File: config.mk
export PLATFORM = sky130hd
export DESIGN_NAME = job_list_priority_scheduler
export DESIGN_NICKNAME = d
export VERILOG_FILES = /design/src/rtl/jlps_pkg.sv /design/src/rtl/jlps_front.sv /design/src/rtl/jlps_queue.sv /design/src/rtl/jlps_back.sv /design/src/rtl/job_list_priority_scheduler.sv
export SDC_FILE = /design/constraint.sdc
export NUM_CORES = 1
export LEC_CHECK = 0
export BUFFER_PORTS_ARGS = -buffer_cell sky130_fd_sc_hd__buf_2
export CORE_MARGIN = 2
export CORE_UTILIZATION = 50
export CTS_CLUSTER_SIZE = 24
export DETAILED_ROUTE_END_ITERATION = 10
export HOLD_SLACK_MARGIN = 0.08
export MAX_ROUTING_LAYER = met4
export PLACE_DENSITY = 0.66
export SLEW_MARGIN = 5
export SYNTH_ARGS = -nofsm -noshare
export SYNTH_HDL_FRONTEND = slang
export SYNTH_HIERARCHICAL = 1
export SYNTH_SLANG_ARGS = --single-unit
File: constraint.sdc
create_clock -name aclk -period 10 [get_ports aclk]
set_input_delay 1.5 -clock aclk [delete_from_list [all_inputs] [get_ports aclk]]
set_output_delay 1.5 -clock aclk [all_outputs]
set_load 0.02 [all_outputs]
File: src/rtl/jlps_pkg.sv
// ----------------------------------------------------------------------------
// jlps_pkg
// Shared types and codes of the job list priority scheduler.
// ----------------------------------------------------------------------------
package jlps_pkg;

    // Ring and active table depth, a power of two matching the 4-bit slot field
    localparam int TABLE_DEPTH = 16;

    // Function codes as they arrive on the input tuser
    localparam logic [1:0] FUNC_ADD    = 2'd0;
    localparam logic [1:0] FUNC_PICK   = 2'd1;
    localparam logic [1:0] FUNC_REPORT = 2'd2;

    // Outcome codes of a run report
    localparam logic [1:0] OUTCOME_DONE    = 2'd0;
    localparam logic [1:0] OUTCOME_STALLED = 2'd1;

    // Reset value of the full-run level register
    localparam logic [1:0] FULL_RUN_RESET = 2'd3;

    // Decoded command kinds
    typedef enum logic [1:0] {
        OP_ADD,
        OP_PICK,
        OP_REPORT,
        OP_NONE
    } op_t;

    // Command passed from front to back through the queue
    typedef struct packed {
        op_t         op;
        logic [15:0] list_id;
        logic [1:0]  list_priority;
        logic [1:0]  outcome;
    } cmd_t;

    // Result item, first field in the highest bits
    typedef struct packed {
        logic [31:0] dispatch_total;
        logic        yield_hint;
        logic        run_whole;
        logic [15:0] chosen_id;
        logic [3:0]  slot;
        logic        idle;
        logic        accepted;
    } res_t;

    // Back end sequencer states
    typedef enum logic [1:0] {
        ST_IDLE,
        ST_LOAD,
        ST_INIT,
        ST_SCAN
    } state_t;

endpackage

File: src/rtl/jlps_front.sv
// ----------------------------------------------------------------------------
// jlps_front
// Input stage: registers an item and decodes its function into a command.
// ----------------------------------------------------------------------------
module jlps_front (
    input  logic             aclk,
    input  logic             aresetn,
    input  logic             s_tvalid,
    output logic             s_tready,
    input  logic [23:0]      s_tdata,    // list_id, list_priority, outcome
    input  logic [1:0]       s_tuser,    // func
    output logic             push_valid,
    input  logic             push_ready,
    output jlps_pkg::cmd_t   push_cmd
);
    import jlps_pkg::*;

    logic front_valid_reg;
    cmd_t front_cmd_reg;
    cmd_t front_cmd_next;

    // Stage is free when empty or being drained into the queue
    assign s_tready   = !front_valid_reg || push_ready;
    assign push_valid = front_valid_reg;
    assign push_cmd   = front_cmd_reg;

    // Decode the function code
    always_comb begin
        front_cmd_next.list_id       = s_tdata[15:0];
        front_cmd_next.list_priority = s_tdata[17:16];
        front_cmd_next.outcome       = s_tdata[19:18];
        unique case (s_tuser)
            FUNC_ADD:    front_cmd_next.op = OP_ADD;
            FUNC_PICK:   front_cmd_next.op = OP_PICK;
            FUNC_REPORT: front_cmd_next.op = OP_REPORT;
            default:     front_cmd_next.op = OP_NONE;
        endcase
    end

    // Valid flag
    always_ff @(posedge aclk) begin
        if (!aresetn) begin
            front_valid_reg <= 1'b0;
        end else if (s_tready) begin
            front_valid_reg <= s_tvalid;
        end
    end

    // Payload
    always_ff @(posedge aclk) begin
        if (s_tready && s_tvalid) begin
            front_cmd_reg <= front_cmd_next;
        end
    end

endmodule

File: src/rtl/jlps_queue.sv
// ----------------------------------------------------------------------------
// jlps_queue
// Two-entry command queue between front and back.
// ----------------------------------------------------------------------------
module jlps_queue (
    input  logic             aclk,
    input  logic             aresetn,
    input  logic             push_valid,
    output logic             push_ready,
    input  jlps_pkg::cmd_t   push_cmd,
    output logic             pop_valid,
    input  logic             pop_ready,
    output jlps_pkg::cmd_t   pop_cmd
);
    import jlps_pkg::*;

    cmd_t       q_mem [2];
    logic       wr_ptr_reg;
    logic       rd_ptr_reg;
    logic [1:0] count_reg;
    logic       push_fire;
    logic       pop_fire;

    assign push_ready = (count_reg != 2'd2);
    assign pop_valid  = (count_reg != 2'd0);
    assign pop_cmd    = q_mem[rd_ptr_reg];
    assign push_fire  = push_valid && push_ready;
    assign pop_fire   = pop_valid && pop_ready;

    // Pointers and fill level
    always_ff @(posedge aclk) begin
        if (!aresetn) begin
            wr_ptr_reg <= 1'b0;
            rd_ptr_reg <= 1'b0;
            count_reg  <= 2'd0;
        end else begin
            if (push_fire) begin
                wr_ptr_reg <= !wr_ptr_reg;
            end
            if (pop_fire) begin
                rd_ptr_reg <= !rd_ptr_reg;
            end
            if (push_fire && !pop_fire) begin
                count_reg <= count_reg + 2'd1;
            end else if (pop_fire && !push_fire) begin
                count_reg <= count_reg - 2'd1;
            end
        end
    end

    // Storage
    always_ff @(posedge aclk) begin
        if (push_fire) begin
            q_mem[wr_ptr_reg] <= push_cmd;
        end
    end

endmodule

File: src/rtl/jlps_back.sv
// ----------------------------------------------------------------------------
// jlps_back
// Execution engine: ring, active table, slot selection scan and outcome
// handling, with the registered result item.
// ----------------------------------------------------------------------------
module jlps_back (
    input  logic             aclk,
    input  logic             aresetn,
    input  logic             pop_valid,
    output logic             pop_ready,
    input  jlps_pkg::cmd_t   pop_cmd,
    input  logic             cfg_valid,
    input  logic [1:0]       cfg_data,
    output logic             m_tvalid,
    input  logic             m_tready,
    output jlps_pkg::res_t   m_res
);
    import jlps_pkg::*;

    localparam int IDXW = $clog2(TABLE_DEPTH);
    localparam int CNTW = IDXW + 1;
    localparam logic [CNTW-1:0] DEPTH_C = CNTW'(TABLE_DEPTH);
    localparam logic [CNTW-1:0] STALL_NONE = '1;

    state_t state_reg, state_next;

    // Ring store
    logic [17:0]      ring_mem [TABLE_DEPTH];
    logic [17:0]      ring_rd_reg;
    logic [CNTW-1:0]  wr_ptr_reg;
    logic [CNTW-1:0]  rd_ptr_reg;
    logic [CNTW-1:0]  ring_fill;
    logic             ring_full;
    logic             ring_empty;

    // Active table
    logic [15:0]      act_id_reg   [TABLE_DEPTH];
    logic [1:0]       act_prio_reg [TABLE_DEPTH];
    logic [CNTW-1:0]  act_count_reg;

    // Scheduling state
    logic [CNTW-1:0]  stalled_reg;
    logic [IDXW-1:0]  dispatched_reg;
    logic             pending_reg;
    logic [31:0]      counter_reg;
    logic [1:0]       full_run_reg;

    // Scan registers
    logic [IDXW-1:0]  scan_idx_reg;
    logic [IDXW-1:0]  best_reg;
    logic [1:0]       best_prio_reg;
    logic [15:0]      best_id_reg;
    logic             stall_mode_reg;

    // Result register
    logic             m_tvalid_reg;
    res_t             m_res_reg;
    res_t             res_next;

    // Control signals
    logic             pop_fire;
    logic             load_ok;
    logic             stall_mode_now;
    logic [IDXW-1:0]  sel_idx;
    logic [15:0]      sel_id;
    logic [1:0]       sel_prio;
    logic             take;
    logic             scan_last;
    logic [IDXW-1:0]  fin_slot;
    logic [15:0]      fin_id;
    logic [1:0]       fin_prio;
    logic             report_ok;

    assign m_tvalid = m_tvalid_reg;
    assign m_res    = m_res_reg;

    assign ring_fill  = wr_ptr_reg - rd_ptr_reg;
    assign ring_full  = (ring_fill == DEPTH_C);
    assign ring_empty = (wr_ptr_reg == rd_ptr_reg);

    // Next state
    always_comb begin
        state_next = state_reg;
        unique case (state_reg)
            ST_IDLE: begin
                if (pop_fire && pop_cmd.op == OP_PICK) begin
                    state_next = ST_LOAD;
                end
            end
            ST_LOAD: state_next = ST_INIT;
            ST_INIT: begin
                if (act_count_reg == '0) begin
                    state_next = ST_IDLE;
                end else begin
                    state_next = ST_SCAN;
                end
            end
            ST_SCAN: begin
                if (scan_last) begin
                    state_next = ST_IDLE;
                end
            end
            default: state_next = ST_IDLE;
        endcase
    end

    // Control outputs and scan datapath
    always_comb begin
        pop_ready      = (state_reg == ST_IDLE) && !m_tvalid_reg;
        pop_fire       = pop_ready && pop_valid;
        load_ok        = (act_count_reg != DEPTH_C) && !ring_empty;
        stall_mode_now = (stalled_reg < act_count_reg);
        report_ok      = pending_reg && (CNTW'(dispatched_reg) < act_count_reg);
        if (state_reg == ST_INIT) begin
            sel_idx = stall_mode_now ? stalled_reg[IDXW-1:0] : '0;
        end else begin
            sel_idx = scan_idx_reg;
        end
        sel_id   = act_id_reg[sel_idx];
        sel_prio = act_prio_reg[sel_idx];
        if (stall_mode_reg) begin
            take = (scan_idx_reg != stalled_reg[IDXW-1:0]) && (sel_prio >= best_prio_reg);
        end else begin
            take = (sel_prio > best_prio_reg);
        end
        scan_last = (CNTW'(scan_idx_reg) == act_count_reg - CNTW'(1));
        fin_slot  = take ? scan_idx_reg : best_reg;
        fin_id    = take ? sel_id : best_id_reg;
        fin_prio  = take ? sel_prio : best_prio_reg;
    end

    // Control state
    always_ff @(posedge aclk) begin
        if (!aresetn) begin
            state_reg      <= ST_IDLE;
            wr_ptr_reg     <= '0;
            rd_ptr_reg     <= '0;
            act_count_reg  <= '0;
            stalled_reg    <= STALL_NONE;
            dispatched_reg <= '0;
            pending_reg    <= 1'b0;
            counter_reg    <= '0;
            full_run_reg   <= FULL_RUN_RESET;
            m_tvalid_reg   <= 1'b0;
        end else begin
            state_reg <= state_next;
            if (cfg_valid) begin
                full_run_reg <= cfg_data;
            end
            if (m_tvalid_reg && m_tready) begin
                m_tvalid_reg <= 1'b0;
            end
            unique case (state_reg)
                ST_IDLE: begin
                    if (pop_fire) begin
                        case (pop_cmd.op)
                            OP_ADD: begin
                                if (!ring_full) begin
                                    wr_ptr_reg <= wr_ptr_reg + CNTW'(1);
                                end
                                m_tvalid_reg <= 1'b1;
                            end
                            OP_REPORT: begin
                                if (report_ok) begin
                                    pending_reg <= 1'b0;
                                    if (pop_cmd.outcome == OUTCOME_DONE) begin
                                        act_count_reg <= act_count_reg - CNTW'(1);
                                    end else if (pop_cmd.outcome == OUTCOME_STALLED) begin
                                        stalled_reg <= CNTW'(dispatched_reg);
                                    end else begin
                                        stalled_reg <= STALL_NONE;
                                    end
                                end
                                m_tvalid_reg <= 1'b1;
                            end
                            OP_NONE: m_tvalid_reg <= 1'b1;
                            default: ;
                        endcase
                    end
                end
                ST_LOAD: begin
                    if (load_ok) begin
                        act_count_reg <= act_count_reg + CNTW'(1);
                        rd_ptr_reg    <= rd_ptr_reg + CNTW'(1);
                    end
                end
                ST_INIT: begin
                    if (act_count_reg == '0) begin
                        m_tvalid_reg <= 1'b1;
                    end
                end
                ST_SCAN: begin
                    if (scan_last) begin
                        dispatched_reg <= fin_slot;
                        pending_reg    <= 1'b1;
                        counter_reg    <= counter_reg + 32'd1;
                        m_tvalid_reg   <= 1'b1;
                    end
                end
                default: ;
            endcase
        end
    end

    // Ring store, written at the write pointer, read registered at the read pointer
    always_ff @(posedge aclk) begin
        if (pop_fire && pop_cmd.op == OP_ADD && !ring_full) begin
            ring_mem[wr_ptr_reg[IDXW-1:0]] <= {pop_cmd.list_priority, pop_cmd.list_id};
        end
        ring_rd_reg <= ring_mem[rd_ptr_reg[IDXW-1:0]];
    end

    // Active table: append on load, compact on a done report
    always_ff @(posedge aclk) begin
        if (state_reg == ST_LOAD && load_ok) begin
            act_id_reg[act_count_reg[IDXW-1:0]]   <= ring_rd_reg[15:0];
            act_prio_reg[act_count_reg[IDXW-1:0]] <= ring_rd_reg[17:16];
        end else if (pop_fire && pop_cmd.op == OP_REPORT && report_ok
                     && pop_cmd.outcome == OUTCOME_DONE) begin
            for (int i = 0; i < TABLE_DEPTH - 1; i++) begin
                if (IDXW'(i) >= dispatched_reg) begin
                    act_id_reg[i]   <= act_id_reg[i + 1];
                    act_prio_reg[i] <= act_prio_reg[i + 1];
                end
            end
        end
    end

    // Selection scan, one slot a cycle
    always_ff @(posedge aclk) begin
        if (state_reg == ST_INIT) begin
            scan_idx_reg   <= '0;
            best_reg       <= sel_idx;
            best_prio_reg  <= sel_prio;
            best_id_reg    <= sel_id;
            stall_mode_reg <= stall_mode_now;
        end else if (state_reg == ST_SCAN) begin
            scan_idx_reg  <= scan_idx_reg + IDXW'(1);
            best_reg      <= fin_slot;
            best_prio_reg <= fin_prio;
            best_id_reg   <= fin_id;
        end
    end

    // Result payload for the current state
    always_comb begin
        res_next                = '0;
        res_next.dispatch_total = counter_reg;
        if (state_reg == ST_IDLE) begin
            if (pop_cmd.op == OP_ADD) begin
                res_next.accepted = !ring_full;
            end else if (pop_cmd.op == OP_REPORT) begin
                res_next.yield_hint = report_ok && pop_cmd.outcome == OUTCOME_STALLED
                                      && CNTW'(dispatched_reg) == stalled_reg;
            end
        end else if (state_reg == ST_INIT) begin
            res_next.idle = 1'b1;
        end else if (state_reg == ST_SCAN) begin
            res_next.slot           = 4'(fin_slot);
            res_next.chosen_id      = fin_id;
            res_next.run_whole      = (fin_prio == full_run_reg);
            res_next.dispatch_total = counter_reg + 32'd1;
        end
    end

    // Result register
    always_ff @(posedge aclk) begin
        if ((state_reg == ST_IDLE && pop_fire)
            || (state_reg == ST_INIT && act_count_reg == '0)
            || (state_reg == ST_SCAN && scan_last)) begin
            m_res_reg <= res_next;
        end
    end

`ifndef SYNTHESIS
    // Table never holds more lists than it has slots
    a_count_bound: assert property (@(posedge aclk) disable iff (!aresetn)
        act_count_reg <= DEPTH_C)
        else $error("active count beyond table depth");

    // Ring never overfills
    a_ring_bound: assert property (@(posedge aclk) disable iff (!aresetn)
        ring_fill <= DEPTH_C)
        else $error("ring fill beyond depth");

    // A finished scan leaves a dispatch awaiting its report
    a_pending: assert property (@(posedge aclk) disable iff (!aresetn)
        (state_reg == ST_SCAN && scan_last) |=> (pending_reg && m_tvalid_reg))
        else $error("dispatch not marked pending");

    // A pick leaves the table non-empty or reports idle
    a_pick_result: assert property (@(posedge aclk) disable iff (!aresetn)
        (state_reg == ST_INIT && act_count_reg == '0) |=> (m_tvalid_reg && m_res_reg.idle))
        else $error("idle pick without idle result");
`endif

endmodule

File: src/rtl/job_list_priority_scheduler.sv
// Path: an add, report or unknown item passes the front register and the queue
//   before the engine registers its result; a pick passes the load and init
//   states and, with a non-empty table, a one-slot-a-cycle scan of the lists.
// Flow: one item at a time in the engine, which takes no new item until idle.
// Reset: synchronous active-low aresetn empties ring, table and queue, clears
//   the stall mark and dispatch count, and sets full_run_level to 3.
// ----------------------------------------------------------------------------
// job_list_priority_scheduler
// Top level: input front end, command queue and scheduling engine.
// ----------------------------------------------------------------------------
module job_list_priority_scheduler (
    input  logic        aclk,
    input  logic        aresetn,
    input  logic        s_tvalid,
    output logic        s_tready,
    input  logic [23:0] s_tdata,    // list_id[15:0], list_priority, outcome
    input  logic [1:0]  s_tuser,    // func
    output logic        m_tvalid,
    input  logic        m_tready,
    // accepted, idle, slot, chosen_id, run_whole, yield_hint, dispatch_total
    output logic [55:0] m_tdata,
    input  logic        cfg_valid,
    output logic        cfg_ready,
    input  logic [1:0]  cfg_data    // full_run_level
);
    import jlps_pkg::*;

    logic push_valid;
    logic push_ready;
    cmd_t push_cmd;
    logic pop_valid;
    logic pop_ready;
    cmd_t pop_cmd;
    res_t m_res;

    assign cfg_ready = 1'b1;
    assign m_tdata   = m_res;

    jlps_front u_front (
        .aclk       (aclk),
        .aresetn    (aresetn),
        .s_tvalid   (s_tvalid),
        .s_tready   (s_tready),
        .s_tdata    (s_tdata),
        .s_tuser    (s_tuser),
        .push_valid (push_valid),
        .push_ready (push_ready),
        .push_cmd   (push_cmd)
    );

    jlps_queue u_queue (
        .aclk       (aclk),
        .aresetn    (aresetn),
        .push_valid (push_valid),
        .push_ready (push_ready),
        .push_cmd   (push_cmd),
        .pop_valid  (pop_valid),
        .pop_ready  (pop_ready),
        .pop_cmd    (pop_cmd)
    );

    jlps_back u_back (
        .aclk      (aclk),
        .aresetn   (aresetn),
        .pop_valid (pop_valid),
        .pop_ready (pop_ready),
        .pop_cmd   (pop_cmd),
        .cfg_valid (cfg_valid),
        .cfg_data  (cfg_data),
        .m_tvalid  (m_tvalid),
        .m_tready  (m_tready),
        .m_res     (m_res)
    );

endmodule
Yosys cells after proc, flatten, opt, wreduce, memory -nomap -nowiden. Memories as Yosys holds them, arrays and structs flattened. A register that Yosys moved wholly into a read port is not among the register bits. Index checks and enable logic that the tools add are counted.

Flip-flop bits (word level): 172. Bits in writable memories: 620. Output and inout bits: 59. Memories: 4. Logic and storage cells: 262.

Memories: u_back.ring_mem (words 16, width 18, read ports 1, clocked after memory_dff 1, write ports 1, RTL line jlps_back.sv:28) `logic [17:0] ring_mem [TABLE_DEPTH];`; u_back.act_id_reg (words 16, width 16, read ports 16, clocked after memory_dff 0, write ports 15, RTL line jlps_back.sv:37) `logic [15:0] act_id_reg [TABLE_DEPTH];`; u_queue.q_mem (words 2, width 22, read ports 1, clocked after memory_dff 1, write ports 1, RTL line jlps_queue.sv:17) `cmd_t q_mem [2];`; u_back.act_prio_reg (words 16, width 2, read ports 16, clocked after memory_dff 0, write ports 15, RTL line jlps_back.sv:38) `logic [1:0] act_prio_reg [TABLE_DEPTH];`.

Order comparisons: 19. Mux-type cells: 115. Reduce and logical (&&, ||, !) cells: 56. Add/sub/neg operators: 9. Equality and inequality tests: 24. Bitwise operators: 5.

Operators by type and width (number): 32-bit 2-to-1 mux (3); 1-bit 2-to-1 mux (81); 16-bit 2-to-1 mux (4); 32-bit by 1-bit adder with 32-bit output, second input constant (1); 5-bit 2-to-1 mux (6); 4-bit >= comparator, first input constant (7); 4-bit 2-to-1 mux (7); 1-bit logical AND (22); 2-bit 2-to-1 mux (9); 3-bit by 4-bit >= comparator with 1-bit output, first input constant (4); 16-bit OR reduction (1); 5-bit by 1-bit adder with 5-bit output, second input constant (3); 2-bit equality test, second input constant (5); 4-bit by 5-bit equality test with 1-bit output (2); 2-bit by 1-bit inequality test with 1-bit output, second input constant (5); 5-bit case mux with 2 select lines (1); 5-bit AND reduction (2); 2-bit nonzero test (5); 3-bit OR reduction (3); 2-bit by 1-bit equality test with 1-bit output, second input constant (4); 1-bit by 4-bit >= comparator with 1-bit output, first input constant (2); 2-bit by 4-bit >= comparator with 1-bit output, first input constant (2); 1-bit zero test (8); 2-bit zero test (4); 26 further kinds (37).

Logic depth before layout (Yosys ltp). Gate-level depths: netlist of the first run.

Depth in word-level cells: 11. Depth in mapped cells: 21. Gate-level depth less buffers: 17.

Hierarchy. Netlist of the first run, hierarchy kept.

By module, submodules not included: jlps_back (times used 1, cells each 2400, area each 33070.5 µm²); jlps_queue (times used 1, cells each 92, area each 1821.7 µm²); jlps_front (times used 1, cells each 29, area each 725.7 µm²); job_list_priority_scheduler (times used 1, cells each 2, area each 11.3 µm²).

Worst setup path after synthesis of the first run. No wires, ideal clock.

Path type: reg2reg. Start point: register u_back.act_count_reg[2]. End point: register u_back.m_res_reg, in the netlist u_back/m_res[11] (data pin). Path buffers: 4. Setup slack: 5284 ps. Arrival: 4445 ps. Stages on the path, launching flop included: 19. Cell sequence: dfxtp_1 clkbuf_1 inv_1 ha_1 o21a_1 o21ai_0 o21ai_1 and2_1 buf_2 a211oi_1 o22ai_1 a311o_1 ha_1 nand2_1 nor2_1 a211oi_1 clkbuf_1 clkbuf_1 o22ai_1.

Word-level cells in the longest chain between the ends: 8.

Ends and longest elaborated chain: start, declared (RTL line jlps_back.sv:39) `logic [CNTW-1:0] act_count_reg;`; start signal, assigned (RTL line jlps_back.sv:167) `act_count_reg <= act_count_reg - CNTW'(1);`; start signal, assigned (RTL line jlps_back.sv:183) `act_count_reg <= act_count_reg + CNTW'(1);`; 5-bit less-than comparator (*) (RTL line jlps_back.sv:112) `stall_mode_now = (stalled_reg < act_count_reg);`; 4-bit 2-to-1 mux (*) (RTL line jlps_back.sv:115) `sel_idx = stall_mode_now ? stalled_reg[IDXW-1:0] : '0;`; 4-bit 2-to-1 mux (*) (RTL line jlps_back.sv:114) `if (state_reg == ST_INIT) begin`; memory read 16 x 2 bit; 2-bit >= comparator (RTL line jlps_back.sv:122) `take = (scan_idx_reg != stalled_reg[IDXW-1:0]) && (sel_prio >= best_prio_reg);`; 1-bit logical AND (RTL line jlps_back.sv:122); 1-bit 2-to-1 mux (RTL line jlps_back.sv:121) `if (stall_mode_reg) begin`; 16-bit 2-to-1 mux (*) (RTL line jlps_back.sv:128) `fin_id = take ? sel_id : best_id_reg;`; end signal, assigned (RTL line jlps_back.sv:271) `m_res_reg <= res_next;`; end, declared (RTL line jlps_back.sv:57) `res_t m_res_reg;`.

Every way passes the cells marked *; elsewhere a longest branch is shown, timed or not. A chain may end at the register's enable or synchronous reset.

Worst setup path in the final report of the first run.
Start point: register u_back.act_count_reg[2]. End point: register u_back.m_res_reg, in the netlist u_back/m_res[10] (data pin).

The elaborated chain is that of the path after synthesis.

==> results of run 1 <==
-- report_power, final --
part	switching (W)	internal (W)
clock network	0.00126	0.00179
registers	0.000121	0.00406
logic	0.00111	0.000526
-- area by class of cell --
cell class / instances / area (sq um) / area share (%)
clock inverter: 35 / 382 / 0.964
sequential: 811 / 23500 / 59.2
multi-input combinational: 1524 / 11500 / 29.1
tap: 940 / 1180 / 2.97
timing repair buffer: 117 / 663 / 1.67
antenna: 1 / 2.50 / 0.00632
inverter: 25 / 93.8 / 0.237
clock buffer: 115 / 2290 / 5.79
-- kinds of logic after synthesis --
family                   count (synthesis)  synth area share [%]
XOR/XNOR                                84                  2.06
multiplexers                           383                  15.0
other                                    1                0.0105
AND/OR/NAND/NOR                        838                  10.5
buffers and inverters                  188                  2.20
adder cells (fa/ha/maj)                 25                 0.878
AO/OA/AOI/OAI                          193                  3.56
flip-flops                             811                  65.8
-- routing by layer --
layer	routed length (um)	share of wire [%]	vias to the layer above
met3	4150	5.2	152
li1	-	-	9505
met1	33800	43	10369
met4	2750	3.5	0
met2	38700	49	616
met5	0	0	-
-- cell usage in the layout (no fill, tap or decap), drive strengths merged, types with 3 or more instances in the layout --
master / count
edfxtp: 721
a21oi: 29
or3: 13
clkinv: 23
xnor2: 47
a31o: 4
nand3: 213
o21ai: 71
or2: 4
o22ai: 25
a211oi: 6
nor4: 3
clkbuf: 115
mux2: 274
xor2: 37
mux2i: 19
nor2b: 5
and3: 9
ha: 25
and2: 26
nor3: 18
nand2: 439
buf: 117
bufinv: 7
inv: 29
a22o: 4
a21boi: 9
dfxtp: 90
a31oi: 9
nand4: 16
o211a: 5
mux4: 90
a22oi: 5
nand2b: 12
a21o: 12
nor2: 75
-- through the flow --
| step | hold WS (ps) | total power [W] | util, % |
|---|---|---|---|
| detailed placement | 431 | 0.00587 | 52.5 |
| CTS | 439 | 0.00893 | 56.3 |
| floorplan | 421 | 0.00534 | - |
| finish | 445 | 0.00886 | 56.3 |
| global route | 450 | 0.00923 | 56.3 |
| global placement | 424 | 0.00581 | 52.5 |
-- how the worst min path moves through the flow --
stage | from | slack [ps] | cells past startpoint | end
3_5_place_dp | u_front/push_cmd[16] | 430 | 0 | u_queue/q_mem[0][16]
6_report | u_front/push_cmd[13] | 450 | 0 | u_queue/q_mem[0][13]
4_1_cts | u_front/push_cmd[13] | 440 | 0 | u_queue/q_mem[0][13]
3_3_place_gp | u_front/push_cmd[3] | 420 | 0 | u_queue/q_mem[0][3]
5_1_grt | u_front/push_cmd[16] | 450 | 0 | u_queue/q_mem[1][16]
2_1_floorplan | u_front/push_cmd[0] | 420 | 0 | u_queue/q_mem[0][0]
-- worst register-to-register path, delay by kind of cell (launching register included) --
family	cells	cell delay (ps)
AO/OA/AOI/OAI	10	3080
AND/OR/NAND/NOR	3	1650
buffers and inverters	2	1000
adder cells (fa/ha/maj)	2	610
flip-flops	1	490
==> results.py, run 1 <==
metrics = {
    "run_status": {
        "status": "finished, final reports clean",
    },
    "timing": {
        "skew_ps": 28.4,
        "rsz0062_at_grt": "no",
        "finalHoldViolCount": 0,
        "fmax_mhz": 142,
        "setup_viol": 0,
        "final.setup.tns_ps": 0,
        "fin_crit_sh_pct": 70.2,
        "relSlewSlack_pct": 16.5,
        "setup_ws_ps": 2980,
        "worstMarginPinSlew_ps": 1250,
        "drv_slew": 0,
        "period_minus_slack_ps": 7020,
    },
    "die": {
        "ios": 92,
        "die_area_sq_um": 73400,
        "coreArea_sq_um": 70300,
        "fp.dieH_um": 271,
        "rows": 97,
        "start_util_pct": 50.7,
        "die_w_um": 271,
    },
    "critical_path": {
        "endpoint": "u_back/m_res[10]",
        "r2r_cells": 17,
        "path_class": "reg2reg",
        "r2r_start": "u_back/act_count_reg[2]",
        "r2r_setup_slack_ps": 2980,
        "startpoint": "u_back/act_count_reg[2]",
        "worst-path-stages": 17,
        "worstPathRequired_ps": 10450,
        "slowest_stage": "a211oi_4",
        "path_buf_inv": 2,
        "start_kind": "register",
        "crit_arrival_ps": 7470,
        "path_max_fanout": 75,
        "reg2reg_to": "u_back/m_res[10]",
        "crit_chain": "inv_1 > ha_1 > o21a_1 > o21ai_0 > o21ai_1 > and2_4 > buf_4 > a21oi_1 > a22oi_1 > a31oi_1 > o21a_1 > ha_1 > nand2b_1 > a21oi_1 > a211oi_4 > nand2_1 > o22ai_1",
        "worstSetupEndpointType": "register",
        "cpPeakStageDelay_ps": 930,
        "critical-path-top-delay-family": "compound AO/OA/AOI/OAI gates",
    },
    "synth": {
        "synth_area_leaders": "edfxtp_1 61%, mux2_2 8.4%, mux4_2 5.7%, dfxtp_1 5.1%, nand2_1 4.6%",
        "synth_enable_flop_cells": 721,
        "syn-cell-area_sq_um": 35600,
        "yosysTopAreaCell": "edfxtp_1",
        "ys_async_sr_fraction_pct": 0,
        "syn-instance-count": 2523,
        "synth_common_cells": "721 x edfxtp_1, 439 x nand2_1, 265 x mux2_2",
        "synth.most_common_cell": "edfxtp_1",
        "seq_area_frac_synth_pct": 65.8,
        "netlist.area_leader.share_pct": 60.8,
        "yosysWarningCount": 6,
        "synth_cell_types": 70,
        "syn_avg_cell_area_sq_um": 14.1,
        "syn_nets": 2581,
        "ys_ff_latch": 811,
        "ys.flop_type": "edfxtp_1",
    },
    "grt": {
        "antenna_found_initial": 2,
        "grtUsageMet2_pct": 35.6,
        "grt_first_pass_wirelength_mm": 123,
        "grt_max_degree": 77,
        "grt.overflow.total": 0,
        "grt_most_used_layer": "met2",
        "grt_pass1_vias": 20864,
        "use_met1_pct": 29.2,
        "met3_usage_pct": 3.13,
        "grt_usage_pct": 22.3,
    },
    "route": {
        "drt-initial-drc-count": 2038,
        "via_per_inst": 5.79,
        "drc_errors": 0,
        "postRouteAntennaNets": 0,
        "vias": 20642,
        "detail_route.wl_per_cell_um": 22.3,
        "dr.pass1.iters": 5,
        "drt_wl_total_mm": 79.4,
    },
    "power": {
        "p_leak_nw": 13.5,
        "max-vdd-ir-drop_mv": 0.205,
        "power_density_nw_per_um2": 224,
    },
    "final_layout": {
        "largest_reg_flops": 288,
        "n_fill_cell": 5535,
        "finalNonFillerCells": 3568,
        "finalNetCount": 2620,
        "syn2layout_area_growth_pct": 11.1,
        "stdcell_area_sq_um": 39600,
        "layout-drive-gt1-share_pct": 24.7,
    },
    "clock_network": {
        "clk_pin_slew_ps": 60,
        "post_cts_buffers": 0,
        "cts.hold.buffers_added": 0,
        "h-tree-depth": 3,
        "root_buffer": "clkbuf_16",
        "clk_path_buf_depth": 3,
        "insertion_delay_ps": 640,
        "cts_sinks": 811,
        "cts_tree": "built",
        "post_cts_resized": 0,
        "numCtsBuffers": 83,
    },
    "placed_design": {
        "hpwlAfterDp_mm": 47.4,
        "gp_congestion": 0.868,
        "io_buffers": 86,
        "placed_area_sq_um": 36900,
        "preCtsSetupSlack_ps": 3130,
        "dp.cells": 3417,
    },
    "min_path": {
        "hold_class": "reg2reg",
    },
    "flow_run": {
        "maxCapViolCount": 0,
    },
}
Power figures use the tool's default switching activity.
==> inputs of run 2 (changes only) <==
--- a/config.mk
+++ b/config.mk
@@ -12,7 +12,7 @@
 export DETAILED_ROUTE_END_ITERATION = 10
 export HOLD_SLACK_MARGIN = 0.08
 export MAX_ROUTING_LAYER = met4
-export PLACE_DENSITY = 0.66
+export PLACE_DENSITY = 0.69
 export SLEW_MARGIN = 5
 export SYNTH_ARGS = -nofsm -noshare
 export SYNTH_HDL_FRONTEND = slang
==> constraint.sdc (replaced) <==
create_clock -name aclk -period 6.2 [get_ports aclk]
set_input_delay 0.93 -clock aclk [delete_from_list [all_inputs] [get_ports aclk]]
set_output_delay 0.93 -clock aclk [all_outputs]
set_load 0.02 [all_outputs]
==> run 2 against run 1 <==
  * Global-route usage barely moved
  * Sequential power rose by 61%
  * Sequential share of layout area shrank 0.060 points
  * Critical path type unchanged
  * Final cell count grew 0.34%
  * Clock-buffer cell count shrank 19
  * Critical path depth down 1
  * Largest cell class unchanged
  * Die area is the same
==> results.py, run 2 (same netlist as run 1, synthesis figures left out) <==
metrics = {
    "run_status": {
        "status": "finished, final reports clean",
    },
    "critical_path": {
        "r2r_cells": 16,
        "slowest_stage": "o21ai_1",
        "crit_arrival_ps": 6070,
        "worst-path-stages": 16,
        "path_class": "reg2reg",
        "crit_chain": "inv_1 > ha_1 > o21a_1 > o21ai_0 > o21ai_1 > and2_4 > mux2i_1 > o32ai_1 > a31oi_1 > o21a_1 > ha_1 > nand2_1 > nor2_1 > a211oi_4 > nand2_1 > o22ai_1",
        "path_buf_inv": 1,
        "start_kind": "register",
        "r2r_setup_slack_ps": 580,
        "critical-path-top-delay-family": "compound AO/OA/AOI/OAI gates",
        "path_max_fanout": 35,
        "worstPathRequired_ps": 6650,
        "worstSetupEndpointType": "register",
        "cpPeakStageDelay_ps": 710,
    },
    "clock_network": {
        "post_cts_resized": 0,
        "numCtsBuffers": 81,
        "insertion_delay_ps": 630,
        "cts.hold.buffers_added": 0,
        "cts_sinks": 811,
        "post_cts_buffers": 0,
        "clk_path_buf_depth": 3,
        "clk_pin_slew_ps": 60,
        "cts_tree": "built",
        "h-tree-depth": 3,
        "root_buffer": "clkbuf_16",
    },
    "grt": {
        "grt_max_degree": 76,
        "grt.overflow.total": 0,
        "grt_usage_pct": 22.3,
        "grt_pass1_vias": 20952,
        "grt_first_pass_wirelength_mm": 123,
        "antenna_found_initial": 2,
    },
    "timing": {
        "fin_crit_sh_pct": 90.6,
        "skew_ps": 18.6,
        "rsz0062_at_grt": "no",
        "drv_slew": 0,
        "relSlewSlack_pct": 18.3,
        "final.setup.tns_ps": 0,
        "worstMarginPinSlew_ps": 1220,
        "period_minus_slack_ps": 5620,
        "fmax_mhz": 178,
        "setup_viol": 0,
        "finalHoldViolCount": 0,
    },
    "min_path": {
        "hold_path_depth": 0,
        "hold_class": "reg2reg",
    },
    "route": {
        "postRouteAntennaNets": 0,
        "drt-initial-drc-count": 1786,
        "drt_wl_total_mm": 79.1,
        "dr.pass1.iters": 6,
        "drc_errors": 0,
        "vias": 20741,
        "detail_route.wl_per_cell_um": 22.1,
        "via_per_inst": 5.79,
    },
    "die": {
        "die_w_um": 271,
        "coreArea_sq_um": 70300,
        "fp.dieH_um": 271,
        "start_util_pct": 50.7,
        "rows": 97,
        "ios": 92,
        "die_area_sq_um": 73400,
    },
    "placed_design": {
        "hpwlAfterDp_mm": 49.0,
        "placed_area_sq_um": 37000,
        "gp_congestion": 0.906,
        "io_buffers": 86,
    },
    "final_layout": {
        "final_common_cell": "edfxtp_1",
        "n_fill_cell": 5483,
        "layout_common_cells": "721 x edfxtp_1, 437 x nand2_1, 265 x mux2_2",
        "syn2layout_area_growth_pct": 11.2,
        "layout-drive-gt1-share_pct": 25.3,
        "largest_reg_flops": 288,
        "stdcell_area_sq_um": 39600,
        "diodes": 0,
        "finalNetCount": 2633,
    },
    "power": {
        "pwr-share-clk_pct": 33.8,
        "combPwrFrac_pct": 18.6,
        "internal_power_w": 0.0102,
        "p_leak_nw": 13.5,
        "seqPwrFrac_pct": 47.6,
        "power_density_nw_per_um2": 357,
        "max-vdd-ir-drop_mv": 0.306,
        "switchingPower_w": 0.00400,
        "p_sw_share_pct": 28.2,
    },
    "flow_run": {
        "maxCapViolCount": 0,
    },
}
==> run 2: cell types whose count changed in the layout (fill, tap and decap cells not counted), sizes merged <==
cell      delta
buf         +15
diode        -1
clkbuf      -19
clkinv      +16
inv          -2
clkinvlp     +3
==> run 2: metrics by stage <==
stage	total power [W]	utilization [%]	cells	hold WS (ps)	setup slack, ps
after detailed placement	0.00949	52.7	3432	429	714
after CTS	0.0143	56.4	3580	436	714
after global placement	0.00937	52.7	3432	423	1020
final	0.0142	56.4	3580	444	580
after global routing	0.0147	56.4	3580	444	234
after floorplan	0.00861	-	2523	421	1480
==> run 2: power by group through the flow <==
stage                     registers [W]  logic, W  clock network, W
after floorplan                 0.00694   0.00167                 0
after global placement          0.00683   0.00253                 0
after detailed placement        0.00685   0.00264                 0
after CTS                       0.00674   0.00265           0.00489
after global routing            0.00677   0.00289           0.00509
final                           0.00674   0.00264           0.00479
==> run 2: cell type report <==
class,instances,area [sq um],area share [%]
Clock inverter,52,473,1.19
Timing Repair Buffer,132,788,1.99
Sequential cell,811,23500,59.2
Multi-Input combinational cell,1524,11500,29.1
Tap cell,940,1180,2.97
Inverter,25,93.8,0.237
Clock buffer,96,2130,5.36
==> run 2: metal layers <==
metal  routed length [um]  up-vias  track usage, %
li1                     -     9521               -
met1                33200    10398            29.0
met2                39100      667            36.1
met3                 4340      155            3.04
met4                 2440        0            7.73
met5                    0        -               -
==> run 2: final timing paths <==
| check | from | end |
|---|---|---|
| worst max-delay path | u_back/act_count_reg[2] | u_back/m_res[19] |
| worst min register to register | u_front/push_cmd[4] | u_queue/q_mem[0][4] |
| worst max register to register | u_back/act_count_reg[2] | u_back/m_res[19] |
| worst min-delay path | u_front/push_cmd[4] | u_queue/q_mem[0][4] |
